[config.mk]
export PLATFORM = sky130hd
export DESIGN_NAME = ordered_list_engine
export DESIGN_NICKNAME = d
export VERILOG_FILES = /design/src/ole_pkg.sv /design/src/ole_cell.sv /design/src/ordered_list_engine.sv
export SDC_FILE = /design/constraint.sdc
export NUM_CORES = 2
export LEC_CHECK = 0
export BUFFER_PORTS_ARGS = -buffer_cell sky130_fd_sc_hd__buf_2
export CORE_AREA = 5 5 300 361
export CTS_CLUSTER_SIZE = 20
export DETAILED_ROUTE_END_ITERATION = 10
export DIE_AREA = 0 0 305 366
export PLACE_DENSITY = 0.76
export SYNTH_ARGS = -nofsm -noshare
export SYNTH_HDL_FRONTEND = slang
export SYNTH_SLANG_ARGS = --single-unit
[constraint.sdc]
create_clock -name clk -period 12.13 [get_ports clk]
set_clock_uncertainty 0.15 [all_clocks]
set_input_delay 1.213 -clock clk [delete_from_list [all_inputs] [get_ports clk]]
set_output_delay 1.213 -clock clk [all_outputs]
set_load 0.01 [all_outputs]
[src/ole_pkg.sv]
`default_nettype none

package ole_pkg;

	localparam int OPCODE_W    = 4;
	localparam int IN_VALUE_W  = 32;
	localparam int POS_W       = 8;
	localparam int STATUS_W    = 3;
	localparam int OUT_VALUE_W = 32;
	localparam int FIDX_W      = 4;
	localparam int COUNT_OUT_W = 5;
	localparam int IN_TDATA_W  = 48;
	localparam int OUT_TDATA_W = 48;

	localparam logic [OPCODE_W-1:0] OP_INS_FRONT = 4'd0;
	localparam logic [OPCODE_W-1:0] OP_INS_BACK  = 4'd1;
	localparam logic [OPCODE_W-1:0] OP_INS_POS   = 4'd2;
	localparam logic [OPCODE_W-1:0] OP_REM_FRONT = 4'd3;
	localparam logic [OPCODE_W-1:0] OP_REM_BACK  = 4'd4;
	localparam logic [OPCODE_W-1:0] OP_REM_POS   = 4'd5;
	localparam logic [OPCODE_W-1:0] OP_FIND      = 4'd6;
	localparam logic [OPCODE_W-1:0] OP_READ_IDX  = 4'd7;
	localparam logic [OPCODE_W-1:0] OP_HEAD      = 4'd8;
	localparam logic [OPCODE_W-1:0] OP_CLEAR     = 4'd9;

	localparam logic [STATUS_W-1:0] ST_OK       = 3'd0;
	localparam logic [STATUS_W-1:0] ST_EMPTY    = 3'd1;
	localparam logic [STATUS_W-1:0] ST_BADPOS   = 3'd2;
	localparam logic [STATUS_W-1:0] ST_NOTFOUND = 3'd3;
	localparam logic [STATUS_W-1:0] ST_FULL     = 3'd4;

	typedef struct packed {
		logic ins;
		logic rem;
		logic find;
		logic rd;
	} cell_cmd_t;

	typedef struct packed {
		logic go;
		logic found;
	} probe_t;

endpackage

`default_nettype wire

[src/ole_cell.sv]
`default_nettype none

module ole_cell
	import ole_pkg::*;
#(
	parameter int VALUE_WIDTH = 32,
	parameter int IDX_W       = 4,
	parameter int CNT_W       = 5,
	parameter int INDEX       = 0
) (
	input  wire logic                   clk,
	input  wire logic                   arst_n,
	input  wire cell_cmd_t              cmd,
	input  wire logic [IDX_W-1:0]       shift_idx,
	input  wire logic [CNT_W-1:0]       count,
	input  wire logic [POS_W-1:0]       position,
	input  wire logic [VALUE_WIDTH-1:0] key,
	input  wire logic [VALUE_WIDTH-1:0] left_val,
	input  wire logic [VALUE_WIDTH-1:0] right_val,
	output logic [VALUE_WIDTH-1:0]      val,
	input  wire probe_t                 probe_in,
	input  wire logic [VALUE_WIDTH-1:0] probe_val_in,
	input  wire logic [IDX_W-1:0]       probe_idx_in,
	output probe_t                      probe_out,
	output logic [VALUE_WIDTH-1:0]      probe_val_out,
	output logic [IDX_W-1:0]            probe_idx_out
);

	localparam logic [IDX_W-1:0] MY_IDX = IDX_W'(INDEX);
	localparam logic [CNT_W-1:0] MY_CNT = CNT_W'(INDEX);
	localparam logic [POS_W-1:0] MY_POS = POS_W'(INDEX);

	logic [VALUE_WIDTH-1:0] val_q;
	probe_t                 probe_q;
	logic [VALUE_WIDTH-1:0] probe_val_q;
	logic [IDX_W-1:0]       probe_idx_q;
	logic                   in_list;
	logic                   hit;

	assign in_list = MY_CNT < count;
	assign hit     = in_list && ((cmd.find && (val_q == key)) ||
		(cmd.rd && (position == MY_POS)));

	always_ff @(posedge clk) begin
		if (cmd.ins) begin
			if (MY_IDX > shift_idx) begin
				val_q <= left_val;
			end else if (MY_IDX == shift_idx) begin
				val_q <= key;
			end
		end else if (cmd.rem) begin
			if (MY_IDX >= shift_idx) begin
				val_q <= right_val;
			end
		end
	end

	// The probe visits one cell per cycle and keeps the first hit it sees.
	always_ff @(posedge clk or negedge arst_n) begin
		if (!arst_n) begin
			probe_q <= '0;
		end else begin
			probe_q.go    <= probe_in.go;
			probe_q.found <= probe_in.go && (probe_in.found || hit);
		end
	end

	always_ff @(posedge clk) begin
		if (probe_in.go) begin
			if (!probe_in.found && hit) begin
				probe_val_q <= val_q;
				probe_idx_q <= MY_IDX;
			end else begin
				probe_val_q <= probe_val_in;
				probe_idx_q <= probe_idx_in;
			end
		end
	end

	assign val           = val_q;
	assign probe_out     = probe_q;
	assign probe_val_out = probe_val_q;
	assign probe_idx_out = probe_idx_q;

endmodule

`default_nettype wire

[src/ordered_list_engine.sv]
// Bounded ordered list of up to CAPACITY signed values, held as a row of cells, one entry per
// cell, with index 0 at the front. Each request beat carries an opcode, a value and a position,
// and each one yields exactly one result beat with a status, a read value, a found index and the
// count after the request. Inserts, removes, head reads, clears and unused opcodes go through these
// steps: the request is registered; for inserts and removes, every cell from the affected index on
// loads from its neighbor or the new value at once; the result is staged. Find and read by index
// send a probe down the row, one cell per cycle. The block works on one request at a time; the
// next one is taken while the previous result waits.
`default_nettype none

module ordered_list_engine
	import ole_pkg::*;
#(
	parameter int CAPACITY    = 16,
	parameter int VALUE_WIDTH = 32
) (
	input  wire logic                   clk,
	input  wire logic                   arst_n,
	input  wire logic                   s_tvalid,
	output logic                        s_tready,
	// opcode[3:0], item_value[35:4], position[43:36], zero fill above
	input  wire logic [IN_TDATA_W-1:0]  s_tdata,
	output logic                        m_tvalid,
	input  wire logic                   m_tready,
	// status[2:0], read_value[34:3], found_index[38:35], entry_count[43:39], zero fill above
	output logic [OUT_TDATA_W-1:0]      m_tdata
);

	localparam int IDX_W = (CAPACITY > 1) ? $clog2(CAPACITY) : 1;
	localparam int CNT_W = $clog2(CAPACITY + 1);
	localparam int CMP_W = (CNT_W > POS_W) ? CNT_W : POS_W;
	localparam logic [CNT_W-1:0] CNT_FULL = CNT_W'(CAPACITY);
	localparam logic [CNT_W-1:0] CNT_ONE  = CNT_W'(1);

	localparam logic [1:0] S_IDLE = 2'd0;
	localparam logic [1:0] S_EXEC = 2'd1;
	localparam logic [1:0] S_SCAN = 2'd2;
	localparam logic [1:0] S_HOLD = 2'd3;

	logic [1:0]             state_q;
	logic [OPCODE_W-1:0]    req_op_q;
	logic [VALUE_WIDTH-1:0] req_val_q;
	logic [POS_W-1:0]       req_pos_q;
	logic [CNT_W-1:0]       count_q;

	logic [STATUS_W-1:0]    res_status_q;
	logic [OUT_VALUE_W-1:0] res_value_q;
	logic [FIDX_W-1:0]      res_index_q;

	logic                   m_tvalid_q;
	logic [OUT_TDATA_W-1:0] m_tdata_q;

	logic                   in_fire;
	logic                   out_free;
	logic [CMP_W-1:0]       pos_ext;
	logic [CMP_W-1:0]       cnt_ext;

	logic [STATUS_W-1:0]    nx_status;
	logic [OUT_VALUE_W-1:0] nx_value;
	logic [CNT_W-1:0]       nx_count;
	logic                   do_ins;
	logic                   do_rem;
	logic                   do_scan;
	logic [IDX_W-1:0]       shift_idx;
	cell_cmd_t              cmd;

	logic [VALUE_WIDTH-1:0] cell_val     [CAPACITY];
	logic [VALUE_WIDTH-1:0] left_val     [CAPACITY];
	logic [VALUE_WIDTH-1:0] right_val    [CAPACITY];
	probe_t                 pin          [CAPACITY];
	logic [VALUE_WIDTH-1:0] pin_val      [CAPACITY];
	logic [IDX_W-1:0]       pin_idx      [CAPACITY];
	probe_t                 pout         [CAPACITY];
	logic [VALUE_WIDTH-1:0] pout_val     [CAPACITY];
	logic [IDX_W-1:0]       pout_idx     [CAPACITY];

	probe_t                 tail;
	logic                   is_find;

	assign in_fire  = s_tvalid && s_tready;
	assign s_tready = (state_q == S_IDLE);
	assign out_free = !m_tvalid_q || m_tready;
	assign pos_ext  = CMP_W'(req_pos_q);
	assign cnt_ext  = CMP_W'(count_q);
	assign tail     = pout[CAPACITY-1];
	assign is_find  = (req_op_q == OP_FIND);

	always_comb begin
		nx_status = ST_OK;
		nx_value  = '0;
		nx_count  = count_q;
		do_ins    = 1'b0;
		do_rem    = 1'b0;
		do_scan   = 1'b0;
		shift_idx = '0;
		unique case (req_op_q)
			OP_INS_FRONT, OP_INS_BACK, OP_INS_POS: begin
				if (count_q >= CNT_FULL) begin
					nx_status = ST_FULL;
				end else if (req_op_q == OP_INS_FRONT) begin
					do_ins = 1'b1;
				end else if (req_op_q == OP_INS_BACK) begin
					do_ins    = 1'b1;
					shift_idx = IDX_W'(count_q);
				end else if (pos_ext > cnt_ext) begin
					nx_status = ST_BADPOS;
				end else begin
					do_ins    = 1'b1;
					shift_idx = IDX_W'(req_pos_q);
				end
				if (do_ins) begin
					nx_count = count_q + CNT_ONE;
				end
			end
			OP_REM_FRONT, OP_REM_BACK, OP_REM_POS: begin
				if (count_q == '0) begin
					nx_status = ST_EMPTY;
				end else if (req_op_q == OP_REM_FRONT) begin
					do_rem = 1'b1;
				end else if (req_op_q == OP_REM_BACK) begin
					do_rem    = 1'b1;
					shift_idx = IDX_W'(count_q - CNT_ONE);
				end else if (pos_ext >= cnt_ext) begin
					nx_status = ST_BADPOS;
				end else begin
					do_rem    = 1'b1;
					shift_idx = IDX_W'(req_pos_q);
				end
				if (do_rem) begin
					nx_count = count_q - CNT_ONE;
				end
			end
			OP_FIND, OP_READ_IDX: begin
				do_scan = 1'b1;
			end
			OP_HEAD: begin
				if (count_q == '0) begin
					nx_status = ST_EMPTY;
				end else begin
					nx_value = OUT_VALUE_W'($signed(cell_val[0]));
				end
			end
			OP_CLEAR: begin
				nx_count = '0;
			end
			default: begin
			end
		endcase
	end

	assign cmd.ins  = (state_q == S_EXEC) && do_ins;
	assign cmd.rem  = (state_q == S_EXEC) && do_rem;
	assign cmd.find = is_find;
	assign cmd.rd   = (req_op_q == OP_READ_IDX);

	genvar gi;
	generate
		for (gi = 0; gi < CAPACITY; gi++) begin : g_cell
			if (gi == 0) begin : g_head
				assign left_val[gi] = '0;
				assign pin[gi].go    = (state_q == S_EXEC) && do_scan;
				assign pin[gi].found = 1'b0;
				assign pin_val[gi]   = '0;
				assign pin_idx[gi]   = '0;
			end else begin : g_link
				assign left_val[gi] = cell_val[gi-1];
				assign pin[gi]      = pout[gi-1];
				assign pin_val[gi]  = pout_val[gi-1];
				assign pin_idx[gi]  = pout_idx[gi-1];
			end
			if (gi == CAPACITY - 1) begin : g_end
				assign right_val[gi] = cell_val[gi];
			end else begin : g_mid
				assign right_val[gi] = cell_val[gi+1];
			end

			ole_cell #(
				.VALUE_WIDTH (VALUE_WIDTH),
				.IDX_W       (IDX_W),
				.CNT_W       (CNT_W),
				.INDEX       (gi)
			) u_cell (
				.clk           (clk),
				.arst_n        (arst_n),
				.cmd           (cmd),
				.shift_idx     (shift_idx),
				.count         (count_q),
				.position      (req_pos_q),
				.key           (req_val_q),
				.left_val      (left_val[gi]),
				.right_val     (right_val[gi]),
				.val           (cell_val[gi]),
				.probe_in      (pin[gi]),
				.probe_val_in  (pin_val[gi]),
				.probe_idx_in  (pin_idx[gi]),
				.probe_out     (pout[gi]),
				.probe_val_out (pout_val[gi]),
				.probe_idx_out (pout_idx[gi])
			);
		end
	endgenerate

	always_ff @(posedge clk or negedge arst_n) begin
		if (!arst_n) begin
			state_q <= S_IDLE;
			count_q <= '0;
		end else begin
			unique case (state_q)
				S_IDLE: begin
					if (in_fire) begin
						state_q <= S_EXEC;
					end
				end
				S_EXEC: begin
					if (do_scan) begin
						state_q <= S_SCAN;
					end else begin
						state_q <= S_HOLD;
						count_q <= nx_count;
					end
				end
				S_SCAN: begin
					if (tail.go) begin
						state_q <= S_HOLD;
					end
				end
				S_HOLD: begin
					if (out_free) begin
						state_q <= S_IDLE;
					end
				end
				default: begin
					state_q <= S_IDLE;
				end
			endcase
		end
	end

	always_ff @(posedge clk) begin
		if (in_fire) begin
			req_op_q  <= s_tdata[OPCODE_W-1:0];
			req_val_q <= VALUE_WIDTH'($signed(s_tdata[OPCODE_W +: IN_VALUE_W]));
			req_pos_q <= s_tdata[OPCODE_W+IN_VALUE_W +: POS_W];
		end
		if ((state_q == S_EXEC) && !do_scan) begin
			res_status_q <= nx_status;
			res_value_q  <= nx_value;
			res_index_q  <= '0;
		end else if ((state_q == S_SCAN) && tail.go) begin
			if (is_find) begin
				res_status_q <= tail.found ? ST_OK : ST_NOTFOUND;
				res_value_q  <= '0;
				res_index_q  <= tail.found ? FIDX_W'(pout_idx[CAPACITY-1]) : '0;
			end else begin
				res_status_q <= tail.found ? ST_OK : ST_BADPOS;
				res_value_q  <= tail.found ?
					OUT_VALUE_W'($signed(pout_val[CAPACITY-1])) : '0;
				res_index_q  <= '0;
			end
		end
	end

	always_ff @(posedge clk or negedge arst_n) begin
		if (!arst_n) begin
			m_tvalid_q <= 1'b0;
		end else if ((state_q == S_HOLD) && out_free) begin
			m_tvalid_q <= 1'b1;
		end else if (m_tready) begin
			m_tvalid_q <= 1'b0;
		end
	end

	always_ff @(posedge clk) begin
		if ((state_q == S_HOLD) && out_free) begin
			m_tdata_q <= OUT_TDATA_W'({COUNT_OUT_W'(count_q), res_index_q, res_value_q,
				res_status_q});
		end
	end

	assign m_tvalid = m_tvalid_q;
	assign m_tdata  = m_tdata_q;

	a_count_bound: assert property (@(posedge clk) disable iff (!arst_n)
		count_q <= CNT_FULL)
		else $error("entry count exceeds capacity");

	a_probe_in_scan: assert property (@(posedge clk) disable iff (!arst_n)
		tail.go |-> (state_q == S_SCAN))
		else $error("probe left the cell row outside a scan");

	a_result_from_hold: assert property (@(posedge clk) disable iff (!arst_n)
		$rose(m_tvalid) |-> ($past(state_q) == S_HOLD))
		else $error("result beat raised without a staged result");

	a_count_stable_scan: assert property (@(posedge clk) disable iff (!arst_n)
		(state_q == S_SCAN) |=> $stable(count_q))
		else $error("entry count changed during a scan");

endmodule

`default_nettype wire
==> qor.txt <==
Status -> complete, no violations
Setup crit end kind -> flip-flop
Total die area -> 111600 sq um
Power density over the cells -> 174.5 nW/um^2
Worst-margin pin slew -> 1270 ps
# DRC -> 0
Die Wd -> 305 um
Fin crit share -> 51.03%
CTS tree -> yes
Crit path launch -> count_q[4]
Max-slew violation count -> 0
First-pass GRT wire length -> 315200 um
Vias in the first global route -> 41.09k
Reg2Reg Setup Slack -> 5940 ps
Gr usage total -> 39.43%
R2R Path Start -> count_q[4]
Most used cell, CP -> buf_4
Hold WC Path Type -> in -> async
DR vias -> 44.23k
CTS Sinks -> 1240
Pin count of the biggest net entering global routing -> 215
P_leak -> 23.62 nW
Initial Util -> 59.44%
CP peak stage delay -> 720 ps
Post-route ant nets -> 0
# port buffers -> 93
Reg power frac -> 47.5%
Worst r2r dst -> g_cell[9].u_cell.val[15]
CP Launch Type -> flip-flop
CTS Hold Bufs -> 0
Share of power burned in the clock network -> 33.6%
Synth warn -> 0
Post-CTS Setup Bufs -> 0
Grt total ovfl -> 0
Drt via density -> 6.961
Max H-tree Level -> 3
Synth top area share -> 57.95%
Cell Rows -> 130
Count of different cell masters after synthesis -> 79
Post-CTS Resized -> 0
Reg2reg path depth -> 13
WS Path Type -> reg -> reg
Comb power frac -> 18.9%
Leading post-synthesis cells by cell area -> edfxtp_1 58%, mux2_2 8.2%, xnor2_1 4.2%
Pint -> 8.127 mW
Chip height -> 366 um
Sw Ratio -> 31.32%
Yosys reg bits -> 1240
Final hold vios -> 0
Critical Path Sink -> g_cell[9].u_cell.val[15]
Root Driver -> clkbuf_16
Synth Area per Inst -> 12.72 sq um
Commonest non-fill, non-tap cell in the layout -> edfxtp_1
Pre-Repair DR Iteration Count -> 9
DPL Wire Length -> 154500 um
WP data arrival -> 6540 ps
Async SR Flop Fraction -> 3.226%
WL per Instance -> 35.80 um
Most frequent cells in the layout -> 1196 x edfxtp_1, 652 x nand2_1, 454 x mux2_2, 298 x xnor2_1, 217 x xor2_1
Seq/Total Area, Yosys -> 59.70%
Maximum vdd ir drop -> 149.1 uV
Number of flops mapped to enable cells by yosys -> 1196
Clock Path Buffers -> 3
Highest-delay cell along the critical path -> nor4_2
Setup TNS -> 0 ps
# IOs -> 102
Initial antenna violation count -> 10
CTS Buf Count -> 119
Final Critical Period -> 6189 ps
P_sw -> 3.707 mW
Syn Inst Count -> 4874
CP max FO -> 214
Gp weighted congestion -> 0.9863
Clk slew on worst S/H paths -> 70 ps
Layout Nets -> 4920
Area leader, netlist -> edfxtp_1
Clk_lat worst skew -> 760 ps
Crit path required time -> 12480 ps
First DRT Iteration DRCs -> 8307
Core ar. -> 104300 sq um
F_max -> 161.6 MHz
Layout cells sized above 1 -> 19.98%
RSZ-0062 raised after global routing -> false
Slew margin rel. -> 15.13%
Hold WS -> 153.0 ps
Fill cell total of the finished layout -> 7637
Post-Route WL -> 227400 um
Setup Viol. Count Final -> 0
Area delta synth->final -> 9.451%
Total of max-cap violations -> 0
Primary FF master, synth -> edfxtp_1
Crit-path cells -> buf_4 -> inv_1 -> ha_1 -> nor4_2 -> a31oi_1 -> o21ai_1 -> nand3_4 -> inv_8 -> buf_4 -> buf_12 -> o211ai_4 -> o22ai_1 -> a21oi_1
Synthesized cell area -> 61970 sq um
-- cells in the mapped netlist, types with 26 or more instances --
library cell,count
o221ai_1,64
nand2_1,652
a31oi_1,36
a21oi_1,149
dfrtp_1,40
xnor2_1,298
nand4_1,86
buf_1,27
nor2b_1,26
and2_1,41
buf_4,26
xor2_1,217
or2_2,27
o21ai_0,112
nand3_1,187
mux2_4,30
a22o_1,32
nor4_1,82
o22ai_1,75
o211ai_1,159
mux2_2,454
nor2_1,125
mux2i_1,129
edfxtp_1,1196
buf_2,164
mux2_1,60
clkbuf_1,141
o21ai_1,44
-- cells by family after synthesis --
kind of cell	Yosys count	synth area share (%)
other	1	0.006051
DFF	1240	59.70
buffers and inverters	396	3.045
adders and majority gates	12	0.2423
AOI/OAI and AO/OA	732	7.747
muxes	673	12.15
and+or+nand+nor	1305	9.836
xor gates and xnor gates	515	7.278
-- flip-flops by register name (all words and copies together), names as in the netlist --
signal	count
req_op_q	4
count_q	5
g_cell.u_cell.val	512
state_q	2
res_status_q	3
g_cell.u_cell.probe_idx_out	49
req_val_q	32
res_index_q	4
m_tvalid	1
g_cell.u_cell.probe_val_out	512
res_value_q	32
m_tdata	44
pos_ext	8
g_cell.u_cell.probe_out	32
-- area by class of cell --
| type | count | area (sq um) | area share [%] |
|---|---|---|---|
| Sequential cell | 1240 | 37000 | 54.54 |
| Clock inverter | 76 | 940.9 | 1.387 |
| Clock buffer | 148 | 3137 | 4.624 |
| Tap cell | 1386 | 1734 | 2.557 |
| Antenna cell | 9 | 22.52 | 0.03320 |
| Inverter | 25 | 101.3 | 0.1494 |
| Timing Repair Buffer | 229 | 1514 | 2.232 |
| Multi-Input combinational cell | 3241 | 23380 | 34.48 |
-- metrics by stage --
stage | area, sq um | total power [mW] | setup WS, ps | util, % | cells
floorplan | 61980 | 6.867 | 6658 | - | 4877
global placement | 63730 | 7.773 | 6465 | 61.12 | 6121
detailed placement | 63730 | 7.822 | 6386 | 61.12 | 6121
global route | 67810 | 12.08 | 5952 | 65.04 | 6345
CTS | 67810 | 11.70 | 6374 | 65.04 | 6345
finish | 67830 | 11.83 | 5941 | 65.06 | 6354
-- routing by layer --
layer,track usage (%),wire length [um]
met1,52.37,78080
met2,55.78,94920
met3,11.46,33150
met4,27.79,21200
met5,0,94
-- critical path: cells and delay by family, from the launching register on --
| kind | cells | cell delay [ps] |
|---|---|---|
| buf+inv | 5 | 2070 |
| compound gates | 5 | 1760 |
| simple gates | 2 | 930 |
| flops | 1 | 320 |
| fa+ha+maj | 1 | 240 |
-- power groups by stage --
stage                     Sequential, mW  Clock, mW  Combinational [mW]
after floorplan                     5.56          0                1.31
after detailed placement            5.68          0                2.14
after global routing                5.63       4.13                2.31
after global placement              5.67          0                2.10
final                               5.62       3.97                2.24
after CTS                           5.60       3.95                2.15
-- worst min-delay path by stage --
stage,from,end,slack [ps],cells past startpoint
6_report,arst_n,g_cell[12].u_cell.probe_out[1],150,1
5_1_grt,arst_n,g_cell[13].u_cell.probe_out[1],140,1
4_1_cts,arst_n,g_cell[12].u_cell.probe_out[1],110,1
3_5_place_dp,res_value_q[14],m_tdata[17],250,0
3_3_place_gp,res_value_q[3],m_tdata[6],250,0
2_1_floorplan,res_status_q[0],m_tdata[0],250,0
(Power assumes the default switching activity.)
